===== config.mk =====
export PLATFORM = sky130hd
export DESIGN_NAME = serial_command_tokenizer_dispatch
export DESIGN_NICKNAME = d
export VERILOG_FILES = /design/src/hw/rtl/scdt_pkg.sv /design/src/hw/rtl/scdt_ram.sv /design/src/hw/rtl/scdt_outbuf.sv /design/src/hw/rtl/serial_command_tokenizer_dispatch.sv
export SDC_FILE = /design/constraint.sdc
export NUM_CORES = 2
export LEC_CHECK = 0
export ABC_AREA = 1
export BUFFER_PORTS_ARGS = -buffer_cell sky130_fd_sc_hd__buf_2
export CORE_UTILIZATION = 45
export CTS_CLUSTER_SIZE = 25
export DETAILED_ROUTE_END_ITERATION = 6
export SYNTH_ARGS = -nofsm -noshare
export SYNTH_HDL_FRONTEND = slang
export SYNTH_HIERARCHICAL = 1
export SYNTH_SLANG_ARGS = --single-unit

===== constraint.sdc =====
create_clock -name i_clk -period 7.15 [get_ports i_clk]
set_input_delay 0.3575 -clock i_clk [delete_from_list [all_inputs] [get_ports i_clk]]
set_output_delay 0.3575 -clock i_clk [all_outputs]
set_load 0.05 [all_outputs]

===== src/hw/rtl/scdt_pkg.sv =====
// shared types and constants for the serial command tokenizer and dispatcher
package scdt_pkg;

    typedef enum logic [2:0] {
        S_IDLE,
        S_REG,
        S_LOOK,
        S_HEAD,
        S_ARGS,
        S_ARG_WR
    } t_state;

    localparam logic [1:0] REQ_REG  = 2'd0;
    localparam logic [1:0] REQ_BYTE = 2'd1;
    localparam logic [1:0] REQ_TICK = 2'd2;

    localparam logic [1:0] KIND_REG  = 2'd0;
    localparam logic [1:0] KIND_HEAD = 2'd1;
    localparam logic [1:0] KIND_ARG  = 2'd2;

    localparam logic [0:0] CFG_TIMEOUT = 1'b0;
    localparam logic [0:0] CFG_LIMIT   = 1'b1;

    localparam logic [7:0] CH_SPACE   = 8'h20;
    localparam logic [7:0] CH_COMMA   = 8'h2c;
    localparam logic [7:0] CH_NEWLINE = 8'h0a;

    localparam logic [2:0]  FIELD_SAT  = 3'd7;
    localparam logic [15:0] IDLE_SAT   = 16'hffff;
    localparam logic [4:0]  LIMIT_INIT = 5'd16;

    typedef struct packed {
        logic [1:0]  kind;
        logic        success;
        logic [3:0]  index;
        logic [2:0]  count;
        logic [63:0] text;
        logic [3:0]  length;
        logic        truncated;
        logic        last;
    } t_result;

endpackage


===== src/hw/rtl/scdt_ram.sv =====
// generic single-port-write, registered-read memory
module scdt_ram #(
    parameter int WIDTH = 8,
    parameter int DEPTH = 16,
    localparam int AW = (DEPTH > 1) ? $clog2(DEPTH) : 1
) (
    input  logic             i_clk,
    input  logic             i_we,
    input  logic [AW-1:0]    i_waddr,
    input  logic [WIDTH-1:0] i_wdata,
    input  logic             i_re,
    input  logic [AW-1:0]    i_raddr,
    output logic [WIDTH-1:0] o_rdata
);

    logic [WIDTH-1:0] r_mem [DEPTH];
    logic [WIDTH-1:0] r_rdata;

    always_ff @(posedge i_clk) begin
        if (i_we) begin
            r_mem[i_waddr] <= i_wdata;
        end
        if (i_re) begin
            r_rdata <= r_mem[i_raddr];
        end
    end

    assign o_rdata = r_rdata;

endmodule


===== src/hw/rtl/scdt_outbuf.sv =====
// result output register with valid and stall handshake
module scdt_outbuf
    import scdt_pkg::*;
(
    input  logic    i_clk,
    input  logic    i_rst_n,
    input  logic    i_load,
    input  t_result i_result,
    input  logic    i_stall,
    output logic    o_free,
    output logic    o_valid,
    output t_result o_result
);

    logic    r_valid;
    t_result r_result;

    assign o_free = !r_valid || !i_stall;

    always_ff @(posedge i_clk) begin
        if (!i_rst_n) begin
            r_valid <= 1'b0;
        end else if (i_load) begin
            r_valid <= 1'b1;
        end else if (!i_stall) begin
            r_valid <= 1'b0;
        end
    end

    always_ff @(posedge i_clk) begin
        if (i_load) begin
            r_result <= i_result;
        end
    end

    assign o_valid  = r_valid;
    assign o_result = r_result;

endmodule


===== src/hw/rtl/serial_command_tokenizer_dispatch.sv =====
// top level: line tokenizer, name table lookup and result sequencing
// A request is a name registration, a received byte or a millisecond tick. Registration
// passes through S_REG, which loads its result; a tick, a delimiter or a command byte is
// handled in S_IDLE; an argument byte also passes through S_ARG_WR (read-modify-write of
// the argument memory). A newline walks the name table's single read port in S_LOOK,
// one entry per cycle, then sends a head result in S_HEAD and one per argument in S_ARGS.
// Each result waits in an output register, so bytes keep being taken while a result is
// stalled. There is no clearing pass after reset; unwritten table entries are never read.
module serial_command_tokenizer_dispatch
    import scdt_pkg::*;
#(
    parameter int MAX_ARGS    = 4,
    parameter int TABLE_DEPTH = 16,
    parameter int TEXT_BYTES  = 8
) (
    input  logic        i_clk,
    input  logic        i_rst_n,
    input  logic        i_in_valid,
    output logic        o_in_stall,
    input  logic [1:0]  i_req_type,
    input  logic [7:0]  i_data_byte,
    input  logic [63:0] i_name_chars,
    input  logic [3:0]  i_name_length,
    input  logic        i_cfg_we,
    input  logic [0:0]  i_cfg_index,
    input  logic [15:0] i_cfg_data,
    output logic        o_out_valid,
    input  logic        i_out_stall,
    output logic [1:0]  o_result_kind,
    output logic        o_success,
    output logic [3:0]  o_handler_index,
    output logic [2:0]  o_arg_count,
    output logic [63:0] o_arg_text,
    output logic [3:0]  o_arg_length,
    output logic        o_arg_truncated,
    output logic        o_last_of_run
);

    localparam int TW  = (TABLE_DEPTH > 1) ? $clog2(TABLE_DEPTH) : 1;
    localparam int ECW = $clog2(TABLE_DEPTH + 1);
    localparam int AW  = (MAX_ARGS > 1) ? $clog2(MAX_ARGS) : 1;
    localparam int TXW = TEXT_BYTES * 8;
    localparam int EW  = TXW + 4;
    localparam int LW  = (ECW > 5) ? ECW : 5;

    t_state               r_state, n_state;
    logic [15:0]          r_timeout, n_timeout;
    logic [4:0]           r_limit, n_limit;
    logic [2:0]           r_field, n_field;
    logic [TXW-1:0]       r_cmd_buf, n_cmd_buf;
    logic [3:0]           r_cmd_len, n_cmd_len;
    logic                 r_cmd_ovf, n_cmd_ovf;
    logic [MAX_ARGS-1:0]  r_arg_vld, n_arg_vld;
    logic [15:0]          r_idle, n_idle;
    logic [ECW-1:0]       r_entry_count, n_entry_count;
    logic [TW-1:0]        r_scan, n_scan;
    logic                 r_found, n_found;
    logic [TW-1:0]        r_idx, n_idx;
    logic [2:0]           r_cnt, n_cnt;
    logic [AW-1:0]        r_argi, n_argi;
    logic [7:0]           r_byte, n_byte;
    logic [AW-1:0]        r_arg_addr, n_arg_addr;
    logic                 r_reg_ok, n_reg_ok;
    logic [TW-1:0]        r_reg_idx, n_reg_idx;

    logic                 tbl_we, tbl_re;
    logic [TW-1:0]        tbl_waddr, tbl_raddr;
    logic [EW-1:0]        tbl_wdata, tbl_rdata;
    logic                 arg_we, arg_re;
    logic [AW-1:0]        arg_waddr, arg_raddr;
    logic [EW-1:0]        arg_wdata, arg_rdata;

    logic                 out_load, out_free, out_valid;
    t_result              out_res, out_q;

    logic [3:0]           name_len;
    logic [TXW-1:0]       name_text;
    logic [LW-1:0]        lim;
    logic                 tbl_full;
    logic                 in_acc;
    logic                 pending;
    logic [EW-1:0]        arg_cur;
    logic [3:0]           arg_cur_len;
    logic                 tbl_match;

    assign in_acc     = i_in_valid && (r_state == S_IDLE);
    assign o_in_stall = (r_state != S_IDLE);

    always_comb begin
        name_len  = (i_name_length > 4'(TEXT_BYTES)) ? 4'(TEXT_BYTES) : i_name_length;
        name_text = '0;
        for (int k = 0; k < TEXT_BYTES; k++) begin
            if (k < int'(name_len)) begin
                name_text[k*8 +: 8] = i_name_chars[k*8 +: 8];
            end
        end
        lim = (LW'(r_limit) > LW'(TABLE_DEPTH)) ? LW'(TABLE_DEPTH) : LW'(r_limit);
        tbl_full = (LW'(r_entry_count) >= lim);
        pending = (r_field != 3'd0) || (r_cmd_len != 4'd0) || r_cmd_ovf;
        arg_cur = r_arg_vld[r_arg_addr] ? arg_rdata : '0;
        if (r_state == S_ARGS) begin
            arg_cur = r_arg_vld[r_argi] ? arg_rdata : '0;
        end
        arg_cur_len = arg_cur[EW-1 -: 4];
        tbl_match = (tbl_rdata[EW-1 -: 4] == r_cmd_len) && (tbl_rdata[TXW-1:0] == r_cmd_buf);
    end

    always_comb begin
        n_state       = r_state;
        n_timeout     = r_timeout;
        n_limit       = r_limit;
        n_field       = r_field;
        n_cmd_buf     = r_cmd_buf;
        n_cmd_len     = r_cmd_len;
        n_cmd_ovf     = r_cmd_ovf;
        n_arg_vld     = r_arg_vld;
        n_idle        = r_idle;
        n_entry_count = r_entry_count;
        n_scan        = r_scan;
        n_found       = r_found;
        n_idx         = r_idx;
        n_cnt         = r_cnt;
        n_argi        = r_argi;
        n_byte        = r_byte;
        n_arg_addr    = r_arg_addr;
        n_reg_ok      = r_reg_ok;
        n_reg_idx     = r_reg_idx;
        tbl_we        = 1'b0;
        tbl_waddr     = r_entry_count[TW-1:0];
        tbl_wdata     = {name_len, name_text};
        tbl_re        = 1'b0;
        tbl_raddr     = '0;
        arg_we        = 1'b0;
        arg_waddr     = r_arg_addr;
        arg_wdata     = arg_cur;
        arg_re        = 1'b0;
        arg_raddr     = '0;
        out_load      = 1'b0;
        out_res       = '0;

        if (i_cfg_we) begin
            unique case (i_cfg_index)
                CFG_TIMEOUT: n_timeout = i_cfg_data;
                CFG_LIMIT:   n_limit   = i_cfg_data[4:0];
            endcase
        end

        unique case (r_state)
            S_IDLE: begin
                if (in_acc) begin
                    unique case (i_req_type)
                        REQ_REG: begin
                            n_state = S_REG;
                            if (tbl_full) begin
                                n_reg_ok  = 1'b0;
                                n_reg_idx = '0;
                            end else begin
                                tbl_we        = 1'b1;
                                n_reg_ok      = 1'b1;
                                n_reg_idx     = r_entry_count[TW-1:0];
                                n_entry_count = r_entry_count + 1'b1;
                            end
                        end
                        REQ_BYTE: begin
                            n_idle = '0;
                            priority if (i_data_byte == CH_SPACE || i_data_byte == CH_COMMA) begin
                                if (r_field != FIELD_SAT) begin
                                    n_field = r_field + 3'd1;
                                end
                            end else if (i_data_byte == CH_NEWLINE) begin
                                n_cnt   = (r_field > 3'(MAX_ARGS)) ? 3'(MAX_ARGS) : r_field;
                                n_found = 1'b0;
                                n_idx   = '0;
                                n_scan  = '0;
                                if (!r_cmd_ovf && r_entry_count != '0) begin
                                    tbl_re  = 1'b1;
                                    n_state = S_LOOK;
                                end else begin
                                    n_state = S_HEAD;
                                end
                            end else if (r_field == 3'd0) begin
                                if (r_cmd_len < 4'(TEXT_BYTES)) begin
                                    for (int k = 0; k < TEXT_BYTES; k++) begin
                                        if (k == int'(r_cmd_len)) begin
                                            n_cmd_buf[k*8 +: 8] = i_data_byte;
                                        end
                                    end
                                    n_cmd_len = r_cmd_len + 4'd1;
                                end else begin
                                    n_cmd_ovf = 1'b1;
                                end
                            end else if (r_field <= 3'(MAX_ARGS)) begin
                                arg_re     = 1'b1;
                                arg_raddr  = AW'(r_field - 3'd1);
                                n_arg_addr = AW'(r_field - 3'd1);
                                n_byte     = i_data_byte;
                                n_state    = S_ARG_WR;
                            end else begin
                                // bytes of fields past the last argument are dropped
                            end
                        end
                        REQ_TICK: begin
                            if (r_timeout != '0 && pending && r_idle >= r_timeout) begin
                                n_field   = '0;
                                n_cmd_buf = '0;
                                n_cmd_len = '0;
                                n_cmd_ovf = 1'b0;
                                n_arg_vld = '0;
                                n_idle    = '0;
                            end else if (r_idle != IDLE_SAT) begin
                                n_idle = r_idle + 16'd1;
                            end
                        end
                        default: ;
                    endcase
                end
            end
            S_ARG_WR: begin
                arg_we = 1'b1;
                if (arg_cur_len < 4'(TEXT_BYTES)) begin
                    for (int k = 0; k < TEXT_BYTES; k++) begin
                        if (k == int'(arg_cur_len)) begin
                            arg_wdata[k*8 +: 8] = r_byte;
                        end
                    end
                    arg_wdata[EW-1 -: 4] = arg_cur_len + 4'd1;
                end else begin
                    arg_wdata[EW-1 -: 4] = 4'(TEXT_BYTES + 1);
                end
                n_arg_vld[r_arg_addr] = 1'b1;
                n_state = S_IDLE;
            end
            S_REG: begin
                if (out_free) begin
                    out_load        = 1'b1;
                    out_res.kind    = KIND_REG;
                    out_res.success = r_reg_ok;
                    out_res.index   = 4'(r_reg_idx);
                    out_res.last    = 1'b1;
                    n_state         = S_IDLE;
                end
            end
            S_LOOK: begin
                if (tbl_match) begin
                    n_found = 1'b1;
                    n_idx   = r_scan;
                    n_state = S_HEAD;
                end else if (ECW'(r_scan) + 1'b1 >= r_entry_count) begin
                    n_state = S_HEAD;
                end else begin
                    n_scan    = r_scan + 1'b1;
                    tbl_re    = 1'b1;
                    tbl_raddr = r_scan + 1'b1;
                end
            end
            S_HEAD: begin
                if (out_free) begin
                    out_load        = 1'b1;
                    out_res.kind    = KIND_HEAD;
                    out_res.success = r_found;
                    out_res.index   = 4'(r_idx);
                    out_res.count   = r_cnt;
                    out_res.last    = !(r_found && r_cnt != 3'd0);
                    if (r_found && r_cnt != 3'd0) begin
                        arg_re  = 1'b1;
                        n_argi  = '0;
                        n_state = S_ARGS;
                    end else begin
                        n_field   = '0;
                        n_cmd_buf = '0;
                        n_cmd_len = '0;
                        n_cmd_ovf = 1'b0;
                        n_arg_vld = '0;
                        n_state   = S_IDLE;
                    end
                end
            end
            S_ARGS: begin
                if (out_free) begin
                    out_load          = 1'b1;
                    out_res.kind      = KIND_ARG;
                    out_res.success   = 1'b1;
                    out_res.index     = 4'(r_idx);
                    out_res.count     = r_cnt;
                    out_res.text      = 64'(arg_cur[TXW-1:0]);
                    out_res.truncated = (arg_cur_len > 4'(TEXT_BYTES));
                    out_res.length    = out_res.truncated ? 4'(TEXT_BYTES) : arg_cur_len;
                    out_res.last      = (3'(r_argi) + 3'd1 == r_cnt);
                    if (out_res.last) begin
                        n_field   = '0;
                        n_cmd_buf = '0;
                        n_cmd_len = '0;
                        n_cmd_ovf = 1'b0;
                        n_arg_vld = '0;
                        n_state   = S_IDLE;
                    end else begin
                        n_argi    = r_argi + 1'b1;
                        arg_re    = 1'b1;
                        arg_raddr = r_argi + 1'b1;
                    end
                end
            end
            default: n_state = S_IDLE;
        endcase
    end

    always_ff @(posedge i_clk) begin
        if (!i_rst_n) begin
            r_state       <= S_IDLE;
            r_timeout     <= '0;
            r_limit       <= LIMIT_INIT;
            r_field       <= '0;
            r_cmd_buf     <= '0;
            r_cmd_len     <= '0;
            r_cmd_ovf     <= 1'b0;
            r_arg_vld     <= '0;
            r_idle        <= '0;
            r_entry_count <= '0;
            r_scan        <= '0;
            r_found       <= 1'b0;
            r_idx         <= '0;
            r_cnt         <= '0;
            r_argi        <= '0;
        end else begin
            r_state       <= n_state;
            r_timeout     <= n_timeout;
            r_limit       <= n_limit;
            r_field       <= n_field;
            r_cmd_buf     <= n_cmd_buf;
            r_cmd_len     <= n_cmd_len;
            r_cmd_ovf     <= n_cmd_ovf;
            r_arg_vld     <= n_arg_vld;
            r_idle        <= n_idle;
            r_entry_count <= n_entry_count;
            r_scan        <= n_scan;
            r_found       <= n_found;
            r_idx         <= n_idx;
            r_cnt         <= n_cnt;
            r_argi        <= n_argi;
        end
    end

    always_ff @(posedge i_clk) begin
        r_byte     <= n_byte;
        r_arg_addr <= n_arg_addr;
        r_reg_ok   <= n_reg_ok;
        r_reg_idx  <= n_reg_idx;
    end

    scdt_ram #(
        .WIDTH (EW),
        .DEPTH (TABLE_DEPTH)
    ) u_name_table (
        .i_clk   (i_clk),
        .i_we    (tbl_we),
        .i_waddr (tbl_waddr),
        .i_wdata (tbl_wdata),
        .i_re    (tbl_re),
        .i_raddr (tbl_raddr),
        .o_rdata (tbl_rdata)
    );

    scdt_ram #(
        .WIDTH (EW),
        .DEPTH (MAX_ARGS)
    ) u_arg_mem (
        .i_clk   (i_clk),
        .i_we    (arg_we),
        .i_waddr (arg_waddr),
        .i_wdata (arg_wdata),
        .i_re    (arg_re),
        .i_raddr (arg_raddr),
        .o_rdata (arg_rdata)
    );

    scdt_outbuf u_outbuf (
        .i_clk    (i_clk),
        .i_rst_n  (i_rst_n),
        .i_load   (out_load),
        .i_result (out_res),
        .i_stall  (i_out_stall),
        .o_free   (out_free),
        .o_valid  (out_valid),
        .o_result (out_q)
    );

    assign o_out_valid     = out_valid;
    assign o_result_kind   = out_q.kind;
    assign o_success       = out_q.success;
    assign o_handler_index = out_q.index;
    assign o_arg_count     = out_q.count;
    assign o_arg_text      = out_q.text;
    assign o_arg_length    = out_q.length;
    assign o_arg_truncated = out_q.truncated;
    assign o_last_of_run   = out_q.last;

    // table walk stays inside the filled part and only for a short command
    assert property (@(posedge i_clk) disable iff (!i_rst_n)
        (r_state == S_LOOK) |-> ((ECW'(r_scan) < r_entry_count) && !r_cmd_ovf))
        else $error("table walk out of range");

    // an accepted registration with room grows the table by one
    assert property (@(posedge i_clk) disable iff (!i_rst_n)
        (in_acc && i_req_type == REQ_REG && !tbl_full)
        |=> (r_entry_count == ECW'($past(r_entry_count) + 1'b1)))
        else $error("entry count not advanced");

    // argument results follow only a found command with arguments
    assert property (@(posedge i_clk) disable iff (!i_rst_n)
        (r_state == S_ARGS) |-> (r_found && r_cnt != 3'd0))
        else $error("argument results without a match");

    // a result is loaded only when the output register can take it
    assert property (@(posedge i_clk) disable iff (!i_rst_n)
        (out_valid && i_out_stall && out_load) |-> 1'b0)
        else $error("stalled result overwritten");

endmodule

### After elaboration in Yosys (flattened, before gate mapping)

Memory sizes are Yosys's and may differ from the RTL's. A register that Yosys moved wholly into a read port is not among the register bits.
Index checks and enable logic that the tools add are counted.
W data, S select, Z words.

* latch bits: 0
* input bits: 100
* logic and storage cells: 378
* register bits after elaboration: 231
* bits in read-only memories: 0
* memories kept: 2
* output and inout port bits: 82
* RAM bits: 1360

* div/mod/pow operators: 0
* bitwise logic cells: 8
* reduce and logical (&&, ||, !) cells: 57
* multipliers: 0
* muxes and demuxes: 176
* add/subtract/negate cells: 10
* order comparisons: 21
* equality and inequality tests: 68
* shifts and indexed selects: 0

Memories
* u_name_table.r_mem: depth 16, width 68, read ports 1, clocked after Yosys merged registers in 1, write ports 1, RTL line scdt_ram.sv:16 `logic [WIDTH-1:0] r_mem [DEPTH];`
* u_arg_mem.r_mem: depth 4, width 68, read ports 1, clocked after Yosys merged registers in 1, write ports 1, RTL line scdt_ram.sv:16

Operator list (count)
* $mux W64: 11
* $mux W68: 4
* $mux W8: 24
* $pmux W64 S3: 1
* $pmux W64 S2: 1
* $reduce_and A13 Y1: 8
* $mux W4: 25
* $mux W80: 1
* $eq A64 B64 Y1: 1
* $mux W3: 19
* $ne A3 B3 Y1 const B: 19
* $mux W1: 50
* $eq A4 B4 Y1 const A: 8
* $mux W16: 2
* $pmux W16 S2: 1
* $mux W2: 12
* $pmux W4 S2: 3
* $reduce_and A12 Y1: 2
* $ne A2 B2 Y1 const B: 11
* $pmux W7 S3: 1
* $reduce_and A10 Y1: 2
* $pmux W3 S2: 3
* $add A16 B1 Y16 const B: 1
* $eq A3 B4 Y1 const A: 4
* other kinds (65): 126

### Logic depth before layout (Yosys ltp)

* depth in word-level cells: 9
* depth in mapped cells: 22
* depth with buffers taken out: 19

### Hierarchy

The synthesis kept the hierarchy.

Modules (own cells, without submodules)
* scdt_ram (u_name_table): area an instance 48525.3 um^2, seq. area each 34713.3 um^2, cells each 4474, times used 1
* scdt_ram (u_arg_mem): area an instance 13452.9 um^2, seq. area each 10209.8 um^2, cells each 1141, times used 1
* serial_command_tokenizer_dispatch: area an instance 11404.7 um^2, seq. area each 3153.0 um^2, cells each 1950, times used 1
* scdt_outbuf: area an instance 2444.8 um^2, seq. area each 2422.3 um^2, cells each 85, times used 1

### Worst setup path after synthesis

Ideal clock, no wire load.

* kind: register -> register
* start: reg r_state[1]
* end: reg u_name_table.r_rdata[0] (netlist: u_name_table/o_rdata[0]), read port of u_name_table.r_mem (enable)
* arrival time: 5981 ps
* period minus slack after synthesis: 6569 ps
* path slack: 581 ps
* cell stages (with the launch flop): 6
* buffers on the path: 0
* library setup time: 588 ps
* required time: 6562 ps
* cells stage by stage: dfxtp_1 > nor2_2 > nand2_4 > nor2_1 > inv_1 > o21ai_0

* longest elaborated chain between the ends: 4

RTL lines
* from (decl): RTL line serial_command_tokenizer_dispatch.sv:46 `t_state r_state, n_state;`
* from (signal assigned): RTL line serial_command_tokenizer_dispatch.sv:325 `r_state <= n_state;`
* $logic_not A3 Y1: RTL line serial_command_tokenizer_dispatch.sv:86, serial_command_tokenizer_dispatch.sv:148
* $logic_and A1 B1 Y1: RTL line serial_command_tokenizer_dispatch.sv:86 `assign in_acc = i_in_valid && (r_state == S_IDLE);`
* $mux W1: RTL line serial_command_tokenizer_dispatch.sv:150 `if (in_acc) begin`
* $pmux W1 S2 *: RTL line serial_command_tokenizer_dispatch.sv:148 `unique case (r_state)`
* named net tbl_re: RTL line serial_command_tokenizer_dispatch.sv:66 `logic tbl_we, tbl_re;`
* to (decl): RTL line scdt_ram.sv:17 `logic [WIDTH-1:0] r_rdata;`

The timed path passes the listed nets; every way through them passes the cells marked *.
A chain may end at the register's enable or synchronous reset.

### Final worst setup path

* start: reg r_scan[0]
* end: reg u_name_table.r_rdata[24] (netlist: u_name_table/o_rdata[24]), read port of u_name_table.r_mem, data pin

* longest elaborated chain between the ends: 5

RTL lines
* from (decl): RTL line serial_command_tokenizer_dispatch.sv:56 `logic [TW-1:0] r_scan, n_scan;`
* from (signal assigned): RTL line serial_command_tokenizer_dispatch.sv:335 `r_scan <= n_scan;`
* $add A4 B1 Y5: RTL line serial_command_tokenizer_dispatch.sv:248 `end else if (ECW'(r_scan) + 1'b1 >= r_entry_count) begin`
* $ge A5 B5 Y1: RTL line serial_command_tokenizer_dispatch.sv:248
* $mux W4 *: RTL line serial_command_tokenizer_dispatch.sv:248
* $mux W4 *: RTL line serial_command_tokenizer_dispatch.sv:244 `if (tbl_match) begin`
* $mux W4 *: RTL line serial_command_tokenizer_dispatch.sv:148
* named net tbl_raddr[0]: RTL line serial_command_tokenizer_dispatch.sv:67 `logic [TW-1:0] tbl_waddr, tbl_raddr;`

Marked as above.

==> results <==
- The run finished with clean final reports.
- Along the worst path, the maximum fanout reaches 90.
- Clock-pin slew was measured on the worst setup and hold paths at 0.06 ns.
- The cell with the largest stage delay on the worst path is sky130_fd_sc_hd__buf_4.
- The highest metal layer used by the detailed router is met4.
- The setup TNS is 0 ns.
- The placeable core region is 0.167 mm2.
- The first-iteration detailed-routing DRC count is 4,603.
- The overall overflow remaining after global route is 0.
- The sequential-to-total area share from yosys stat is 66.6%.
- The number of flops mapped to enable cells by yosys is 1,591.
- The clock drives 1,727 sinks.
- Detailed placement finished with a half-perimeter wire length of 104,000 um.
- Setup violations remaining at the end of the flow were counted as 0.
- The final-report max-slew violation count is 0.
- Setup repair after global routing left no endpoint under its margin.
- The biggest area contributor in the post-synthesis netlist is sky130_fd_sc_hd__edfxtp_1.
- Of all flip-flops after synthesis, the portion carrying an async set or reset was 0%.
- The clock tree from TritonCTS is done.
- The class of the tightest hold or removal check is input pin to flop.
- For the final database, setup skew stands at 0.0556 ns.
- The last weighted congestion value of the routability-driven placer is 0.827.
- The deepest level of the CTS H-tree is 4.
- Clock latency on the worst-skew pair, taken at its later pin, is 0.85 ns.
- The synthesized design contains 1,727 register bits.
- The total track usage is 23.2%.
- Tracing the worst setup path back leads to its startpoint at r_scan[0].
- After synthesis, the netlist uses 45 different library cells.
- The leakage power figure is 36.7 nW.
- The buffer levels on the longest clock path is 3.
- The final route contains 51,600 vias.
- Post-CTS repair changed the size of 0 cells.
- The commonest non-fill, non-tap cell in the layout is sky130_fd_sc_hd__nand2_1.
- The top cell type by area accounts for 63.0% of the synthesized area.
- The post-synthesis area per instance is 9.91 um2.
- The startpoint type of the worst setup path is a flop.
- The total die area is 0.170 mm2.
- The arrival time of the worst setup path is 5.75 ns.
- The post-route total power is 26.7 mW.
- The number of global-route vias before repair is 48,900.
- The CTS root buffer is sky130_fd_sc_hd__clkbuf_16.
- The most repeated library cell on the critical path is sky130_fd_sc_hd__nand3_1.
- After detailed routing, the average wire length per cell comes to 19.5 um.
- The top achievable clock speed is 194 MHz.
- Buffers added to address setup during post-CTS repair amount to 0.
- Measured against its own limit, the worst slew margin works out to 21.3%.
- The first-pass iteration count of the detailed router is 6.
- The number of port buffers is 181.
- The startpoint identified for the worst hold timing path is i_name_length[3].
- The share of cells above drive strength 1 is 7.55%.
- The post-synth net total is 7,794.
- The netlist area before placement is 0.0758 mm2.
- The startpoint of the most critical register-to-register path is r_scan[0].
- The power density relative to cell area is 313 mW/mm2.
- The initial utilization of the core area, before any placement, comes to 45.3%.
- The I/O pin count is 182.
- The most used flip-flop cell after synthesis is sky130_fd_sc_hd__edfxtp_1.
- Hold is met by 0.0578 ns.
- STA classifies the critical path endpoint as a flop.
- The number of hold violations in the final report came to 0.
- The TritonCTS buffer count is 181.
- After detailed routing, the number of remaining DRC violations is 0.
- Wires add up to 199,000 um.
- By area the synthesized netlist is led by sky130_fd_sc_hd__edfxtp_1 63%, sky130_fd_sc_hd__nand2_1 11%, sky130_fd_sc_hd__inv_1 7.3%.
- The highest cell delay on the worst timing path is 0.86 ns.
- The row count is 150.
- Traced cell by cell, the critical path runs through ha_1 -> xor2_1 -> ha_1 -> a21oi_1 -> nand3b_1 -> nand3_1 -> a21oi_1 -> nand3_1 -> nor2_4 -> buf_4 -> buf_4 -> nand2_1 -> nand3_1 -> nand3_1 -> nand3_1 -> nand2_1.
- The die is 412 um wide.
- The pin count of the biggest net entering global routing is 148.
- The required time of the critical path is 7.74 ns.
- The wire length on met1 is 83,800 um.
- The kind of critical path is flop to flop.
- The number of warnings issued by yosys is 6.
- Compared with the post-synthesis result, the final layout area differs by 12.3%.
- The wire length on met3 is 13,200 um.
- The hold-fix buffer count after cts is 42.
- The number of antenna-violating nets in the routed design is 0.
- The post-layout net count is 7,963.
- The number of max-cap violations is 0.
- The y dimension of the die is 412 um.
- The worst path in the final design needs a cycle of 5.17 ns, including I/O delays and setup.
- The wire length of the first global-routing pass is 298,000 um.
- In the layout the commonest cells are 2,245 x sky130_fd_sc_hd__nand2_1, 1,591 x sky130_fd_sc_hd__edfxtp_1, 1,483 x sky130_fd_sc_hd__inv_1.
- The vias per cell is 5.07.
- Detailed routing placed a total of 96,200 um of wire on met2.
- The cell count after synthesis came out at 7,650.
- Across the VDD grid, the largest voltage drop is 0.279 mV.
- The initial antenna violation count is 7.
- The ratio of final minimum period to clock period is 72.2%.
- The worst-margin pin slew is 1.18 ns.
metal layers:
| metal | vias up | global-route usage, % |
|---|---|---|
| li1 | 24900 | - |
| met1 | 24700 | 30.8 |
| met2 | 1725 | 39.4 |
| met3 | 338 | 3.44 |
| met4 | 0 | 7.08 |
| met5 | - | 0 |
kinds of logic (layout without fill, tap and decap cells):
| family | after synthesis | after routing | share of synthesized area (%) |
|---|---|---|---|
| xor+xnor | 57 | 57 | 0.658 |
| compound gates | 252 | 252 | 1.77 |
| fa+ha+maj | 44 | 44 | 0.726 |
| buf+inv | 1820 | 2146 | 9.55 |
| flops | 1727 | 1727 | 66.6 |
| other cells | 0 | 1 | 0 |
| simple gates | 3750 | 3750 | 20.7 |
where the power goes:
group          switching [mW]  internal, mW  total (mW)
logic                    4.07          1.28        5.35
registers               0.292          11.9        12.2
clock network            3.98          5.18        9.16
total                    8.34          18.3        26.7
stage by stage:
stage / setup slack (ns) / std cells / utilization, % / cell area (um2)
global route: 1.62 / 10200 / 50.9 / 85200
detailed placement: 2.14 / 9798 / 47.2 / 79000
global placement: 2.14 / 9798 / 47.2 / 79000
CTS: 2.07 / 10200 / 50.9 / 85200
finish: 1.98 / 10200 / 50.9 / 85200
floorplan: 0.581 / 7650 / - / 75800
sequential cells by signal, summed over array words and instances, names as in the netlist, 2 cells and up:
signal                count
r_idle                   16
r_reg_idx                 4
u_name_table/o_rdata     68
r_state                   3
u_name_table/r_mem     1088
r_timeout                16
r_entry_count             5
r_cnt                     3
arg_waddr                 2
u_arg_mem/r_mem         272
r_idx                     4
r_cmd_buf                64
u_outbuf/o_result        80
r_limit                   5
r_byte                    8
u_arg_mem/o_rdata        68
r_scan                    4
r_argi                    2
r_cmd_len                 4
r_arg_vld                 4
r_field                   3
Yosys cell counts (all sizes together), types with 2 or more instances:
cell	n
nand2	2253
nand3	1090
ha	44
or2	12
nand4	32
nor4	4
clkbuf	91
buf	233
nor3	20
xor2	41
o21ai	102
edfxtp	1591
xnor2	16
a211oi	6
a31oi	6
a21oi	125
nor2	335
clkinv	2
a32o	4
inv	1494
dfxtp	136
o211ai	4
worst paths after layout:
kind | end | cells past startpoint | slack, ns
worst min-delay path | u_name_table/r_mem[12][67] | 2 | 0.06
worst max-delay path | u_name_table/o_rdata[24] | 16 | 1.98
worst max register to register | u_name_table/o_rdata[24] | 16 | 1.98
worst min register to register | r_found | 2 | 0.46
worst max-delay path, delay by kind of cell (launching register included):
family	cells	cell delay (ns)
AO/OA/AOI/OAI	2	0.26
flip-flops	1	0.49
adder cells (fa/ha/maj)	2	0.55
AND/OR/NAND/NOR	9	1.70
XOR/XNOR	1	0.25
buffers and inverters	2	1.52
layout make-up:
| class | instances | area, um2 |
|---|---|---|
| Multi-Input combinational cell | 4103 | 18300 |
| Clock buffer | 265 | 5030 |
| Timing Repair Buffer | 310 | 2140 |
| Tap cell | 2204 | 2760 |
| Inverter | 1496 | 5640 |
| Sequential cell | 1727 | 50500 |
| Clock inverter | 75 | 768 |
| Antenna cell | 1 | 2.50 |
| Fill cell | 14800 | 82000 |
Note: power is estimated with default switching activity, not from simulation.
